==> src/rtl/lcal_pkg.sv <==
package lcal_pkg;

	localparam int MAX_NODES  = 1024;
	localparam int LOG_LEVELS = 10;
	localparam int NODE_W     = 10;
	localparam int LINK_W     = 11;
	localparam int DEPTH_W    = 10;
	localparam int ACT_W      = 2;
	localparam int LVL_W      = $clog2(LOG_LEVELS);
	localparam int TBL_AW     = LVL_W + NODE_W;
	localparam int TBL_DEPTH  = LOG_LEVELS * MAX_NODES;

	localparam logic [LINK_W-1:0] NO_NODE = LINK_W'(MAX_NODES);

	localparam logic [ACT_W-1:0] ACT_LOAD  = 2'd0;
	localparam logic [ACT_W-1:0] ACT_BUILD = 2'd1;
	localparam logic [ACT_W-1:0] ACT_QUERY = 2'd2;

	typedef enum logic [1:0] {
		K_LOAD,
		K_BUILD,
		K_QUERY
	} kind_t;

	typedef struct packed {
		kind_t              kind;
		logic [NODE_W-1:0]  node;
		logic [LINK_W-1:0]  link;
		logic [DEPTH_W-1:0] depth;
		logic [LINK_W-1:0]  count;
	} lcal_req_t;

	typedef struct packed {
		logic valid;
		logic ready;
	} lcal_hs_t;

	typedef enum logic [3:0] {
		ST_IDLE,
		ST_BLD_A,
		ST_BLD_B,
		ST_BLD_W,
		ST_Q_DEP,
		ST_P1_RD,
		ST_P1_A,
		ST_P1_D,
		ST_P1_END,
		ST_P2_RD,
		ST_P2_C,
		ST_FIN_RD,
		ST_FIN_C,
		ST_EMIT
	} state_t;

endpackage

==> src/rtl/lcal_front.sv <==
module lcal_front (
	input  logic                        in_valid,
	output logic                        in_ready,
	input  logic [lcal_pkg::ACT_W-1:0]   action,
	input  logic [lcal_pkg::NODE_W-1:0]  node,
	input  logic [lcal_pkg::LINK_W-1:0]  other,
	input  logic [lcal_pkg::DEPTH_W-1:0] depth,
	input  logic [lcal_pkg::LINK_W-1:0]  node_count,
	input  logic                        q_ready,
	output logic                        q_push,
	output lcal_pkg::lcal_req_t          q_req
);
	import lcal_pkg::*;

	logic node_ok;
	logic other_ok;
	logic keep;

	assign node_ok  = {1'b0, node} < NO_NODE;
	assign other_ok = other < NO_NODE;
	assign in_ready = q_ready;

	always_comb begin
		keep        = 1'b0;
		q_req.kind  = K_LOAD;
		q_req.node  = node;
		q_req.link  = other_ok ? other : NO_NODE;
		q_req.depth = depth;
		q_req.count = (node_count > NO_NODE) ? NO_NODE : node_count;
		case (action)
			ACT_LOAD: begin
				q_req.kind = K_LOAD;
				keep       = node_ok;
			end
			ACT_BUILD: begin
				q_req.kind = K_BUILD;
				keep       = 1'b1;
			end
			ACT_QUERY: begin
				q_req.kind = K_QUERY;
				keep       = node_ok && other_ok;
			end
			default: keep = 1'b0;
		endcase
	end

	assign q_push = in_valid && q_ready && keep;

endmodule

==> config.mk <==
export PLATFORM = sky130hd
export DESIGN_NAME = lcal_front
export DESIGN_NICKNAME = d
export VERILOG_FILES = /design/src/rtl/lcal_pkg.sv /design/src/rtl/lcal_front.sv
export SDC_FILE = /design/constraint.sdc
export NUM_CORES = 1
export LEC_CHECK = 0
export BUFFER_PORTS_ARGS = -buffer_cell sky130_fd_sc_hd__clkbuf_2
export CELL_PAD_IN_SITES_DETAIL_PLACEMENT = 0
export CELL_PAD_IN_SITES_GLOBAL_PLACEMENT = 1
export CORE_ASPECT_RATIO = 2
export CORE_MARGIN = 5
export CORE_UTILIZATION = 13
export DETAILED_ROUTE_END_ITERATION = 10
export PLACE_DENSITY_LB_ADDON = 0.1
export SYNTH_ARGS = -nofsm -noshare
export SYNTH_HDL_FRONTEND = slang
export SYNTH_SLANG_ARGS = --single-unit
==> constraint.sdc <==
create_clock -name vclk -period 0.8
set_clock_uncertainty 0.05 [all_clocks]
set_input_delay 0.16 -clock vclk [all_inputs]
set_output_delay 0.16 -clock vclk [all_outputs]
set_load 0.005 [all_outputs]
=== Word level (Yosys, flattened, before mapping) ===
Cells that the tools add are included.
Widths: inputs -> output; s select.

* Flip-flop bits (word level): 0
* Bits of input ports: 46
* Output and inout port bits: 46
* Word-level logic and storage cells: 12

* Magnitude comparators: 2
* Eq/ne operators: 2
* Mux-type cells: 4
* Reductions and logical operators: 4

{| class="wikitable"
|+ Operator list
! kind !! count
|-
| $mux 11 || 2
|-
| $gt 11x11->1 const B || 1
|-
| $lt 11x11->1 const B || 1
|-
| $pmux 2 s2 || 1
|-
| $eq 2x1->1 const B || 1
|-
| $eq 2x2->1 const B || 1
|-
| $logic_and 1x1->1 || 2
|-
| $logic_not 2->1 || 1
|-
| $pmux 1 s2 || 1
|-
| $reduce_or 2->1 || 1
|}

=== Logic depth before layout (Yosys ltp) ===
* Depth in word-level cells: 4
* Mapped depth: 2
* Gate-level depth less buffers: 2

=== Worst setup path before layout ===
Ideal clock, no wire load.

* Path type: input to output
* From: input port other[10] (netlist bit)
* To: output port q_push
* Arrival: 422 ps
* Data required time: 590 ps
* Slack: 168 ps
* Stages: 2
* Buffers on the path: 0
* Cells stage by stage: o21ai_1 -> and3_1

* Longest elaborated chain between the ends: 3

{| class="wikitable"
|+ RTL lines
! what !! line !! source
|-
| from (decl) || lcal_front.sv:6 || <nowiki>input logic [lcal_pkg::LINK_W-1:0] other,</nowiki>
|-
| $lt 11x11->1 || lcal_front.sv:20 || <nowiki>assign other_ok = other < NO_NODE;</nowiki>
|-
| $pmux 1 s2 || lcal_front.sv:30 || <nowiki>case (action)</nowiki>
|-
| $logic_and 1x1->1 || lcal_front.sv:47 || <nowiki>assign q_push = in_valid && q_ready && keep;</nowiki>
|-
| to (decl) || lcal_front.sv:10 || <nowiki>output logic q_push,</nowiki>
|}

Every way passes these cells.

=== Worst setup path in the final report ===
Ends and elaborated chain as after synthesis.

==> run summary <==
status -> finished, violations left
failing checks -> setup timing
power density cells -> 447 nW/um^2
mean post-synth cell area -> 7.76 sq um
Slew headroom -> 0.930
Final Cycle Share -> 1.05
Detail Route Antenna Nets -> 0
drt pass-1 iters -> 2
Setup violations, final -> 11
Reg area -> 0 sq um
Critical Path Max Stage Delay -> 0.15 ns
vias in the first global route -> 323
# diodes -> 0
Mapped Area -> 380 sq um
largest area contributor in the netlist -> buf_4
number of fill cells -> 319
commonest non-fill, non-tap cell in the layout -> clkbuf_2
Max FO, Critical Path -> 2
Leak -> 0.000319 uW
area share of the leading cell type in the synthesized netlist -> 0.434
Die Span Y -> 86.5 um
clock group share of total power -> 0
final setup TNS -> -0.130 ns
RSZ-0062 raised after global routing -> true
Initial DRC Count -> 2
Final Hold Vio Count -> 0
crit path time final -> 0.840 ns
Syn Inst Count -> 49
Arr. time, crit path -> 0.63 ns
most frequent cells in the layout -> 39 x clkbuf_2, 16 x nor2b_2, 11 x buf_2
Cell Chain, Critical Path -> buf_8 > o21ai_2 > and3_1 > buf_2
Synth cell types -> 7
Die X -> 48.3 um
Crit-path slowest cell -> and3_1
sequential cell count -> 0
# rows -> 27
fin nets -> 125
via count -> 374
final worst setup slack -> -0.0399 ns
Max Cap Violations -> 0
Top-Level Pins -> 92
# port buffers -> 52
Net Count, Synth -> 95
critical path endpoint category -> primary output
Sequential Power Share -> 0
Hold Path Class -> input pin to primary output
Residual DRC -> 0
largest net degree at the start of global routing -> 12
DR vias/cell -> 3.53
sequential share of the synthesized area -> 0
Fmax -> 1190 MHz
hold-fix buffer count after cts -> 0
Comb power frac -> 1.000
Setup WS pre-CTS -> -0.0778 ns
switching share of power -> 0.369
Area Overhead vs Synth -> 40.8%
CORE AREA -> 2800 sq um
gpl congestion -> 0.556
CP startpoint kind -> input pin
Pins Over Slew Limit -> 0
Int Pwr -> 151 uW
CLK BUF -> 0
gr usage total -> 0.0426
Worst-Margin Slew -> 0.106 ns
share of layout cells above drive strength 1 -> 0.922
Crit Path Category -> input pin to primary output
maximum VDD drop -> 0.106 mV
WHS Path Cells -> 0
Total Power -> 239 uW
Routed WL per cell -> 10.6 um
full die area -> 4170 sq um
Starting Density -> 0.136
switching power of the nets -> 88.3 uW
initial antenna violation count -> 0
Synth Warn # -> 0
Synth area leaders -> buf_4 43%, nor2b_2 37%, nor2b_1 9.9%
WP data required -> 0.59 ns
first-pass GRT wire length -> 1390 um
drt total wl -> 1120 um
grt ovf -> 0
timing repair:
action / in CTS / in global routing
hold endpoints to repair: 0 / 0
endpoints found under the setup margin: 22 / 13
buffers inserted: 0 / 0
resized for setup: 3 / 15
pin swaps: 2 / 2
final timing paths:
| kind | startpoint | endpoint |
|---|---|---|
| max | other[10] | q_push |
| min | depth[3] | q_req[14] |
layer usage:
layer | GRT usage | wire length [um]
met1 | 0.0284 | 252
met2 | 0.0952 | 633
met3 | 0.0125 | 229
met4 | 0.00490 | 4
met5 | 0 | 0
logic make-up (layout without fill, tap and decap cells):
group | count (synthesis) | after routing | share of synthesized area
AOI/OAI and AO/OA | 1 | 1 | 0.0131
and+or+nand+nor | 23 | 23 | 0.484
buffers and inverters | 25 | 53 | 0.503
power by group through the flow:
stage               Combinational, uW  Sequential (uW)  Clock (uW)
global placement                  232                0           0
detailed placement                230                0           0
finish                            239                0           0
global route                      263                0           0
floorplan                         184                0           0
CTS                               240                0           0
worst max-delay path, delay by kind of cell:
kind	cells	cell delay, ns
buf+inv	2	0.21
simple gates	1	0.15
compound gates	1	0.11
cells in the mapped netlist:
master	count
nor2b_2	16
o21ai_1	1
and3_1	1
buf_4	22
nor2b_1	6
buf_6	2
clkbuf_1	1
through the flow:
step / util / cell area [sq um] / hold slack (ns) / cells
after CTS: 0.187 / 523 / 0.270 / 106
after global routing: 0.191 / 536 / 0.270 / 106
final: 0.191 / 536 / 0.270 / 106
after detailed placement: 0.180 / 505 / 0.270 / 106
after global placement: 0.180 / 505 / 0.270 / 106
after floorplan: - / 380 / 0.300 / 49
final cells by class:
class / count / area [sq um] / share of cell area
repair buffers: 53 / 299 / 0.558
well taps: 29 / 36.3 / 0.0678
multi-input cells: 24 / 200 / 0.374
No activity file was read; power rests on OpenSTA's default activity.
