===== config.mk =====
export PLATFORM = sky130hd
export DESIGN_NAME = lcal_queue
export DESIGN_NICKNAME = d
export VERILOG_FILES = /design/src/rtl/lcal_pkg.sv /design/src/rtl/lcal_queue.sv
export SDC_FILE = /design/constraint.sdc
export NUM_CORES = 1
export LEC_CHECK = 0
export BUFFER_PORTS_ARGS = -buffer_cell sky130_fd_sc_hd__buf_2
export CAP_MARGIN = 20
export CORE_ASPECT_RATIO = 0.9
export CORE_MARGIN = 2
export CORE_UTILIZATION = 49
export CTS_BUF_LIST = sky130_fd_sc_hd__clkbuf_4 sky130_fd_sc_hd__clkbuf_8
export CTS_CLUSTER_DIAMETER = 60
export DETAILED_ROUTE_END_ITERATION = 16
export GPL_TIMING_DRIVEN = 0
export PLACE_DENSITY = 0.82
export SLEW_MARGIN = 30
export SYNTH_ARGS = -nofsm -noshare
export SYNTH_HDL_FRONTEND = slang
export SYNTH_SLANG_ARGS = --single-unit

===== constraint.sdc =====
create_clock -name clk -period 3 [get_ports clk]
set_input_delay 0.45 -clock clk [delete_from_list [all_inputs] [get_ports clk]]
set_output_delay 0.45 -clock clk [all_outputs]
set_load 0.03 [all_outputs]

===== src/rtl/lcal_pkg.sv =====
package lcal_pkg;

	localparam int MAX_NODES  = 1024;
	localparam int LOG_LEVELS = 10;
	localparam int NODE_W     = 10;
	localparam int LINK_W     = 11;
	localparam int DEPTH_W    = 10;
	localparam int ACT_W      = 2;
	localparam int LVL_W      = $clog2(LOG_LEVELS);
	localparam int TBL_AW     = LVL_W + NODE_W;
	localparam int TBL_DEPTH  = LOG_LEVELS * MAX_NODES;

	localparam logic [LINK_W-1:0] NO_NODE = LINK_W'(MAX_NODES);

	localparam logic [ACT_W-1:0] ACT_LOAD  = 2'd0;
	localparam logic [ACT_W-1:0] ACT_BUILD = 2'd1;
	localparam logic [ACT_W-1:0] ACT_QUERY = 2'd2;

	typedef enum logic [1:0] {
		K_LOAD,
		K_BUILD,
		K_QUERY
	} kind_t;

	typedef struct packed {
		kind_t              kind;
		logic [NODE_W-1:0]  node;
		logic [LINK_W-1:0]  link;
		logic [DEPTH_W-1:0] depth;
		logic [LINK_W-1:0]  count;
	} lcal_req_t;

	typedef struct packed {
		logic valid;
		logic ready;
	} lcal_hs_t;

	typedef enum logic [3:0] {
		ST_IDLE,
		ST_BLD_A,
		ST_BLD_B,
		ST_BLD_W,
		ST_Q_DEP,
		ST_P1_RD,
		ST_P1_A,
		ST_P1_D,
		ST_P1_END,
		ST_P2_RD,
		ST_P2_C,
		ST_FIN_RD,
		ST_FIN_C,
		ST_EMIT
	} state_t;

endpackage


===== src/rtl/lcal_queue.sv =====
module lcal_queue (
	input  logic               clk,
	input  logic               arst_n,
	input  logic               push,
	input  lcal_pkg::lcal_req_t push_req,
	input  logic               pop,
	output lcal_pkg::lcal_hs_t  hs,
	output lcal_pkg::lcal_req_t head
);
	import lcal_pkg::*;

	lcal_req_t  slot_q [2];
	logic       wr_q;
	logic       rd_q;
	logic [1:0] cnt_q;
	logic       do_pop;
	logic       do_push;

	assign hs.valid = cnt_q != 2'd0;
	assign hs.ready = cnt_q != 2'd2;
	assign head     = slot_q[rd_q];
	assign do_pop   = pop && hs.valid;
	assign do_push  = push && hs.ready;

	always_ff @(posedge clk or negedge arst_n) begin
		if (!arst_n) begin
			wr_q  <= 1'b0;
			rd_q  <= 1'b0;
			cnt_q <= 2'd0;
		end else begin
			if (do_push) wr_q <= ~wr_q;
			if (do_pop) rd_q <= ~rd_q;
			cnt_q <= cnt_q + {1'b0, do_push} - {1'b0, do_pop};
		end
	end

	always_ff @(posedge clk) begin
		if (do_push) slot_q[wr_q] <= push_req;
	end

endmodule


# Word level (Yosys, flattened, before mapping)
# Memories as Yosys holds them, arrays and structs flattened.
# Index checks and enable logic that the tools add are counted.
# W data, S select, Z words.
[word_totals]
reg_bits = 4
latchBits = 0
ram_bits = 88
romBits = 0
output_inout_bits = 46
wordCells = 14
n_memories = 1
[memory_table]
columns = ["name", "depth", "word_bits", "read_ports", "rd_clocked_by_memory_dff", "wr", "line_no", "rtl"]
rows = [
  ["slot_q", 2, 44, 1, 0, 1, "lcal_queue.sv:12", "lcal_req_t slot_q [2];"],
]
[op_classes]
addsub = 2
n_mul = 0
n_div = 0
order_cmp = 0
n_eq_ne = 1
n_shift = 0
mux = 2
bitwise = 2
n_reduce_logical = 3
[ops]
columns = ["op", "n"]
rows = [
  ["$add A2 B1 Y2", 1],
  ["$logic_and A1 B1 Y1", 2],
  ["$mux W1", 2],
  ["$ne A2 B2 Y1 const B", 1],
  ["$not A1 Y1", 2],
  ["$reduce_bool A2 Y1", 1],
  ["$sub A2 B1 Y2", 1],
]

# Longest topological paths before layout
[logic_depth]
ltp_word = 4
depth_mapped = 7
ltp_nobuf = 7

# Worst setup path before layout
# OpenSTA, ideal clock, no wires.
[synth_path]
path_kind = "register to register"
startpoint = "reg cnt_q[1]"
endpoint = "mem slot_q[0][0] in the netlist's numbering (enable)"
setup_ns = 0.446
arrival_time_ns = 2.697
t_required_ns = 2.554
setup_slack_ns = -0.142
path_stages_with_launch = 4
n_path_buf = 0
period_less_slack_ns = 3.142
cell_sequence = "dfrtp_1 > nand2b_1 > nand2_1 > nor2_1"
[synth_lines]
columns = ["item", "line_no", "rtl"]
rows = [
  ["start, declared", "lcal_queue.sv:15", "logic [1:0] cnt_q;"],
  ["start signal, assigned", "lcal_queue.sv:33", "cnt_q <= cnt_q + {1'b0, do_push} - {1'b0, do_pop};"],
  ["end, declared", "lcal_queue.sv:12", ""],
]

==> flow_metrics.env <==
export IMPL_cp_arrival_ps=1540
export IMPL_status="complete, no violations"
export IMPL_cts_buffers=9
export IMPL_rsz0062_at_grt="false"
export IMPL_worstMarginPinSlew_ps=668
export IMPL_dp_hpwl_um=3770
export IMPL_ff2ff_setup_slack_ps=1240
export IMPL_grt_max_degree=45
export IMPL_fp_dieW_um=93.6
export IMPL_ir_drop_v=0.000586
export IMPL_syn_inst=154
export IMPL_drive_gt1_frac=0.605
export IMPL_leakage_uw=0.00175
export IMPL_fp_coreArea_um2=7040
export IMPL_overflow=0
export IMPL_synth_area_um2=3540
export IMPL_grt_use_total=0.146
export IMPL_vias=1727
export IMPL_numClockSinks=92
export IMPL_hold_class="in -> reg"
export IMPL_synth_yosys_seq_area_share=0.775
export IMPL_clkLatencyLatePin_ps=340
export IMPL_finalCriticalPeriod_ps=1990
export IMPL_cp_end_kind="output pin"
export IMPL_io_buffers=93
export IMPL_nets=310
export IMPL_worstSetupStartpoint="rd_q"
export IMPL_r2r_end="slot_q[0][0]"
export IMPL_wl_per_cell_um=15.5
export IMPL_antenna_cells=0
export IMPL_drv_slew=0
export IMPL_syn_to_final_growth_pct=22.1
export IMPL_crit_type="reg -> out"
export IMPL_finalSetupTns_ps=0
export IMPL_cts_tree="done"
export IMPL_reg2reg_from="cnt_q[1]"
export IMPL_postCtsSetupRepairBufs=0
export IMPL_die_h_um=84.6
export IMPL_clk_pin_slew_ps=80
export IMPL_dieArea_um2=7920
export IMPL_synth_cell_types=15
export IMPL_drt_iter0_markers=79
export IMPL_drcViolationCount=0
export IMPL_powerDensity_nw_per_um2=1020
export IMPL_cp_start_kind="flip-flop"
export IMPL_synth_warning_count=0
export IMPL_hold_viol_final=0
export IMPL_grt_pass1_wl_um=8600
export IMPL_fin_skew_ps=5.24
export IMPL_crit_end="head[17]"
export IMPL_crit_required_ps=2550
export IMPL_cts_buffer_depth=2
export IMPL_cts_max_level=3
export IMPL_cts_root_buf="clkbuf_8"
export IMPL_postSynthAreaPerCell_um2=23.0
export IMPL_grt_pass1_vias=1781
export IMPL_antenna_found_initial=0
export IMPL_routabilityCongestion=0.684
export IMPL_ios=94
export IMPL_maxCapViolCount=0
export IMPL_finalWirelength_um=5510
export IMPL_slew_headroom=0.554
export IMPL_drt_pass1_iter_count=4
export IMPL_routed_via_density=4.85
export IMPL_post_cts_resized=0
export IMPL_fin_crit_sh=0.664
export IMPL_finalSetupViolations=0
export IMPL_start_util=0.503
export IMPL_postRouteAntennaNets=0
export IMPL_max_freq_mhz=502
export IMPL_reg2regPathDepth=4
export IMPL_pre_cts_slack_ps=1190
export IMPL_rows=29
export IMPL_fin_hold_ws_ps=296
export IMPL_setup_slack_ps=1010
export IMPL_critPathMaxFanout=10
export IMPL_ys_ff_latch=92
export IMPL_syn_nets=204
-- what timing repair did --
action,CTS,global route
hold buffers,1,0
hold endpoints to repair,4,0
setup endpoints to repair,0,0
-- layout by cell type, fill, tap and decap left out, drive strengths merged --
cell type    count
ha               2
mux2            44
nand2b           1
and3             1
dlygate4sd3      1
nor2             1
and2             1
xor2             1
nand2            1
xnor2            3
edfxtp          88
dfrtp            4
clkbuf          10
inv              1
clkinv           4
or2              1
buf             99
-- cell type report --
cell class | instances | area, um2
flip-flops and latches | 92 | 2740
fillers | 522 | 2720
multi-input cells | 56 | 749
repair buffers | 95 | 503
clock buffers | 10 | 131
well taps | 93 | 116
plain buffers | 5 | 56.3
clock inverters | 4 | 18.8
inverters | 1 | 3.75
-- power breakdown --
group | switching (uW) | internal, uW | total (uW)
sequential | 81.8 | 1760 | 1840
combinational | 1130 | 780 | 1910
clock | 372 | 294 | 666
-- cell families (layout without fill, tap and decap cells) --
logic type                 count (synthesis)  after routing  share of synthesized area
adders and majority gates                  2              2                    0.00707
DFF                                       92             92                      0.775
buffers and inverters                      6            115                     0.0170
xor gates and xnor gates                   4              4                    0.00990
and+or+nand+nor                            6              6                    0.00990
muxes                                     44             44                      0.181
-- synthesized netlist by cell type, drive strengths merged --
cell / n / share of area
edfxtp: 88 / 0.75
xor2: 1 / 0.0025
dfrtp: 4 / 0.028
xnor2: 3 / 0.0074
and3: 1 / 0.0018
buf: 5 / 0.016
ha: 2 / 0.0071
inv: 1 / 0.0011
or2: 1 / 0.0018
mux2: 44 / 0.18
nor2: 1 / 0.0011
nand2b: 1 / 0.0018
and2: 1 / 0.0025
nand2: 1 / 0.0011
-- worst max-delay path: stages, from the launching register on --
cell and delay (ps):
dfrtp_1 340, buf_6 160, buf_6 190, mux2_4 320, buf_2 180
-- flip-flops by register name, indices dropped and copies added, names as in the netlist --
register and count:
slot_q 88, rd_q 1, cnt_q 2, wr_q 1
-- through the flow --
stage	area, um2	cells	total power, uW	utilization
global route	4320	356	4640	0.614
CTS	4320	356	4470	0.614
detailed placement	4160	341	3810	0.591
floorplan	3540	154	3330	-
finish	4320	356	4420	0.614
global placement	4120	340	3740	0.586
-- worst min path at each step --
stage                             from            end  slack, ps  cells after the start
after floorplan                 arst_n       cnt_q[0]        150                      0
after global placement          arst_n           wr_q        260                      1
after detailed placement        arst_n           wr_q        260                      1
after CTS                 push_req[18]  slot_q[1][18]        280                      1
after global routing      push_req[40]  slot_q[0][40]        280                      1
final                     push_req[18]  slot_q[1][18]        300                      1
-- metal layers --
metal | vias to the layer above | track usage | part of all wire
li1 | 808 | - | -
met1 | 830 | 0.189 | 0.43
met2 | 80 | 0.229 | 0.46
met3 | 9 | 0.0503 | 0.093
met4 | 0 | 0.0553 | 0.015
met5 | - | 0 | 0
(Power assumes the default switching activity.)
